<file path="src/rtl/spcg_pkg.sv">
// Shared types and widths for the sphere pair contact geometry unit.
package spcg_pkg;

	localparam int DIFF_W = 33;            // center difference, signed Q17.16
	localparam int MAG_W  = 33;            // magnitude of a center difference
	localparam int SUM_W  = 66;            // sum of squared differences, Q34.32
	localparam int DIST_W = 33;            // center distance, Q17.16
	localparam int ARM_W  = 35;            // lever arm r1 - depth/2, signed Q18.17
	localparam int NUM_W  = 63;            // dividend of the normal division
	localparam int QUO_W  = 31;            // normal magnitude, Q1.30

	localparam logic [QUO_W-1:0] ONE_Q30 = 31'h4000_0000;

	// One classified pair as it travels from the front part to the back part.
	typedef struct packed {
		logic                      touching;
		logic [31:0]               depth;
		logic [2:0][31:0]          p1;
		logic [2:0]                neg;
		logic [2:0][MAG_W-1:0]     mag;
		logic [DIST_W-1:0]         center_dist;
		logic [ARM_W-1:0]          arm;
	} item_t;

	typedef struct packed {
		logic full;
		logic empty;
	} queue_stat_t;

endpackage

</file>
<file path="src/rtl/spcg_queue.sv">
// Short queue that decouples the front part from the back part.
module spcg_queue #(
	parameter int DEPTH = 4
) (
	input  logic                  clk,
	input  logic                  arst_n,
	input  logic                  push,
	input  spcg_pkg::item_t       item_i,
	input  logic                  pop,
	output spcg_pkg::item_t       item_o,
	output spcg_pkg::queue_stat_t stat
);
	import spcg_pkg::*;

	localparam int PTR_W = (DEPTH > 1) ? $clog2(DEPTH) : 1;
	localparam int CNT_W = $clog2(DEPTH + 1);

	item_t            mem_q [DEPTH];
	logic [PTR_W-1:0] wr_ptr_q, rd_ptr_q;
	logic [CNT_W-1:0] cnt_q;

	assign stat.full  = (cnt_q == CNT_W'(DEPTH));
	assign stat.empty = (cnt_q == '0);
	assign item_o     = mem_q[rd_ptr_q];

	always_ff @(posedge clk or negedge arst_n) begin
		if (!arst_n) begin
			wr_ptr_q <= '0;
			rd_ptr_q <= '0;
			cnt_q    <= '0;
		end else begin
			if (push)
				wr_ptr_q <= (wr_ptr_q == PTR_W'(DEPTH - 1)) ? '0 : wr_ptr_q + 1'b1;
			if (pop)
				rd_ptr_q <= (rd_ptr_q == PTR_W'(DEPTH - 1)) ? '0 : rd_ptr_q + 1'b1;
			if (push && !pop)
				cnt_q <= cnt_q + 1'b1;
			else if (pop && !push)
				cnt_q <= cnt_q - 1'b1;
		end
	end

	always_ff @(posedge clk) begin
		if (push)
			mem_q[wr_ptr_q] <= item_i;
	end

endmodule

</file>
<file path="config.mk">
export PLATFORM = sky130hd
export DESIGN_NAME = spcg_queue
export DESIGN_NICKNAME = d
export VERILOG_FILES = /design/src/rtl/spcg_pkg.sv /design/src/rtl/spcg_queue.sv
export SDC_FILE = /design/constraint.sdc
export NUM_CORES = 1
export LEC_CHECK = 0
export ABC_CLOCK_PERIOD_IN_PS = 23400
export BUFFER_PORTS_ARGS = -buffer_cell sky130_fd_sc_hd__buf_2
export CAP_MARGIN = 20
export CELL_PAD_IN_SITES_DETAIL_PLACEMENT = 1
export CELL_PAD_IN_SITES_GLOBAL_PLACEMENT = 1
export CORE_MARGIN = 1
export CORE_UTILIZATION = 32
export DETAILED_ROUTE_END_ITERATION = 12
export GPL_TIMING_DRIVEN = 0
export PLACE_DENSITY_LB_ADDON = 0.1
export SLEW_MARGIN = 20
export SYNTH_ARGS = -nofsm -noshare
export SYNTH_HDL_FRONTEND = slang
export SYNTH_SLANG_ARGS = --single-unit
</file>
<file path="constraint.sdc">
create_clock -name clk -period 23.4 [get_ports clk]
set_input_delay 2.34 -clock clk [delete_from_list [all_inputs] [get_ports clk]]
set_output_delay 2.34 -clock clk [all_outputs]
set_load 0.1 [all_outputs]
</file>
==> flow_metrics.tcl <==
set metrics [dict create \
    synthAdderAreaFrac_pct 0.217 \
    synth_area_sq_um 43900 \
    syn_avg_cell_area_sq_um 27.4 \
    place_ws_ns 18.40 \
    drt-initial-drc-count 1062 \
    hp-class "flop to flop" \
    crit_fanout 10 \
    grt_pass1_vias 22200 \
    clk_latency_ns 0.75 \
    drive_above_1_share_pct 47.7 \
    die_y_microns 372 \
    crit_top_cell "buf_2" \
    syn2layout_area_growth_pct 23.7 \
    synth.area.mux_share_pct 15.4 \
    reg2reg_from "wr_ptr_q[0]$_DFFE_PN0P_" \
    viasPerCell 4.68 \
    period_needed_ns 5.55 \
    worstReg2RegEnd "mem_q[0][140]$_DFFE_PP_" \
    portBuffers 603 \
    synth-seq-area-share_pct 82.3 \
    gp_congestion 0.708 \
    hold_depth 1 \
    layout_setup_ws_ns 17.85 \
    cp-end-kind "output pin" \
    cts.clk_slew.worst_paths_ns 0.05 \
    cts_resized 0 \
    cts_tree "built" \
    syn-num-nets 1909 \
    path_class "flop to output pin" \
    start_util_pct 32.3 \
    io_pins 604 \
    cts_max_level 4 \
    clockRootBuffer "clkbuf_16" \
    grt_max_degree 42 \
    wl_per_cell_microns 25.2 \
    crit_buf_inv 3 \
    critPathMaxStageDelay_ns 0.76 \
    synthSimpleGateAreaFrac_pct 0.128 \
    cp_top_family "buffers and inverters" \
    r2r_cells 7 \
    tns_ns 0 \
    ctsHoldBuffers 0 \
    worst_pin_slew_ns 0.961 \
    fin_nets 2682 \
    synth_warnings 0 \
    cts_buffers 136 \
    cap_viol_max_count 0 \
    crit_slowest_cell "clkbuf_1" \
    outcome "finished clean" \
    antenna_left 0 \
    fp.coreArea_sq_um 136000 \
    finalClockSkew_ns 0.0318 \
    vias 19900 \
    die_area_sq_um 139000 \
    antenna_found_initial 57 \
    synth_compound_area_share_pct 0.0228 \
    rows 135 \
    drc 0 \
    hpwl_mm 72.4 \
    synth_xor_area_share_pct 0.0599 \
    setup.worst_path.start_class "flop" \
    period_share_pct 23.7 \
    fmax_mhz 180 \
    finalHoldViolCount 0 \
    die_x_microns 372 \
    synth_top_family_by_area "multiplexers" \
    setup-violations-final 0 \
    grt_pass1_wl_mm 154 \
    crit_chain "clkbuf_1, buf_2, mux4_2, buf_2" \
    max-slew-margin-rel_pct 35.9 \
    drt-total-wl_mm 108 \
    overflow 0 \
    hold-path-endpoint "cnt_q[2]$_DFFE_PN0P_" \
    track_usage_pct 15.5 \
    rsz0062_at_grt "false" \
    fillCellCount 12800 \
    placed_area_sq_um 49900 \
    cts_setup_buffers 0 \
    required_ns 21.06 \
    critical_path_arrival_ns 3.21 \
    ys_ff_latch 1203 \
    clkSinkCount 1203 \
    maxSlewViolCount 0 \
    rrSetupSlack_ns 20.64 \
    synthCells 1599 \
    drt_first_pass_iters 4 \
    min_from "cnt_q[2]$_DFFE_PN0P_" \
    ys_types 21 \
    cts_buffer_depth 3 \
    fin_area_sq_um 54300 \
]
-- worst max-delay path by stage --
stage | from | endpoint | cells past startpoint
2_1_floorplan | push | mem_q[0][0]$_DFFE_PP_ | 1
4_1_cts | rd_ptr_q[1]$_DFFE_PN0P_ | item_o[53] | 4
6_report | rd_ptr_q[1]$_DFFE_PN0P_ | item_o[53] | 4
3_3_place_gp | push | mem_q[3][167]$_DFFE_PP_ | 2
3_5_place_dp | rd_ptr_q[1]$_DFFE_PN0P_ | item_o[53] | 4
5_1_grt | rd_ptr_q[1]$_DFFE_PN0P_ | item_o[92] | 4
-- sequential cells by signal, summed over array words and instances (netlist names) --
signal and flops:
cnt_q 3, mem_q 1196, rd_ptr_q 2, wr_ptr_q 2
-- cells in the final DEF (no fill, tap or decap), drive strengths merged, types with 3 or more instances in the layout --
cell and count:
edfxtp 1196, buf 699, mux4 299, clkbuf 176, clkinv 55, bufinv 10, dfrtp 7, ha 6
inv 6, diode 5, and2 4, mux2 3, nor2 3
-- layer usage --
metal | vias to the layer above | track usage (%) | wire length (microns)
met4 | 64 | 4.65 | 2380
met2 | 573 | 26.0 | 54000
met1 | 10500 | 17.8 | 40600
met3 | 228 | 6.93 | 10200
met5 | - | 0 | 374
li1 | 8568 | - | -
-- Yosys cell counts --
| cell | number | area share [%] |
|---|---|---|
| buf_6 | 1 | 0.026 |
| xor2_1 | 2 | 0.040 |
| inv_1 | 4 | 0.034 |
| buf_8 | 1 | 0.034 |
| o21ai_0 | 2 | 0.023 |
| nor2_1 | 3 | 0.026 |
| buf_2 | 30 | 0.34 |
| dfrtp_1 | 7 | 0.40 |
| xnor2_1 | 1 | 0.020 |
| mux2_2 | 3 | 0.077 |
| mux4_2 | 299 | 15 |
| nor3b_1 | 1 | 0.017 |
| nor3_1 | 1 | 0.011 |
| fa_1 | 1 | 0.046 |
| buf_4 | 1 | 0.017 |
| buf_12 | 31 | 1.4 |
| edfxtp_1 | 1196 | 82 |
| nand2_1 | 2 | 0.017 |
| and2_1 | 4 | 0.057 |
| ha_1 | 6 | 0.17 |
| clkbuf_1 | 3 | 0.026 |
-- layout make-up --
cell class	count	area, sq um	area share [%]
timing repair buffer	635	3820	7.03
clock buffer	173	3730	6.88
multi-input combinational	325	6970	12.8
buffer	67	816	1.50
clock inverter	69	606	1.12
sequential	1203	36100	66.5
antenna	5	12.5	0.0230
tap	1781	2230	4.11
inverter	4	15.0	0.0277
-- stage by stage --
stage | hold WS (ns) | instances | utilization, %
floorplan | 0.456 | 1599 | -
global placement | 0.477 | 3983 | 36.2
detailed placement | 0.505 | 4015 | 36.8
CTS | 0.513 | 4257 | 40.0
global route | 0.527 | 4261 | 40.0
finish | 0.507 | 4262 | 40.0
-- cell families after synthesis --
family	count (synthesis)
buf+inv	71
simple gates	11
compound gates	2
mux	302
flops	1203
xor+xnor	3
fa+ha+maj	7
Power is not shown: default switching activity piles up to over one toggle a cycle in this logic, so the estimate is an artifact.
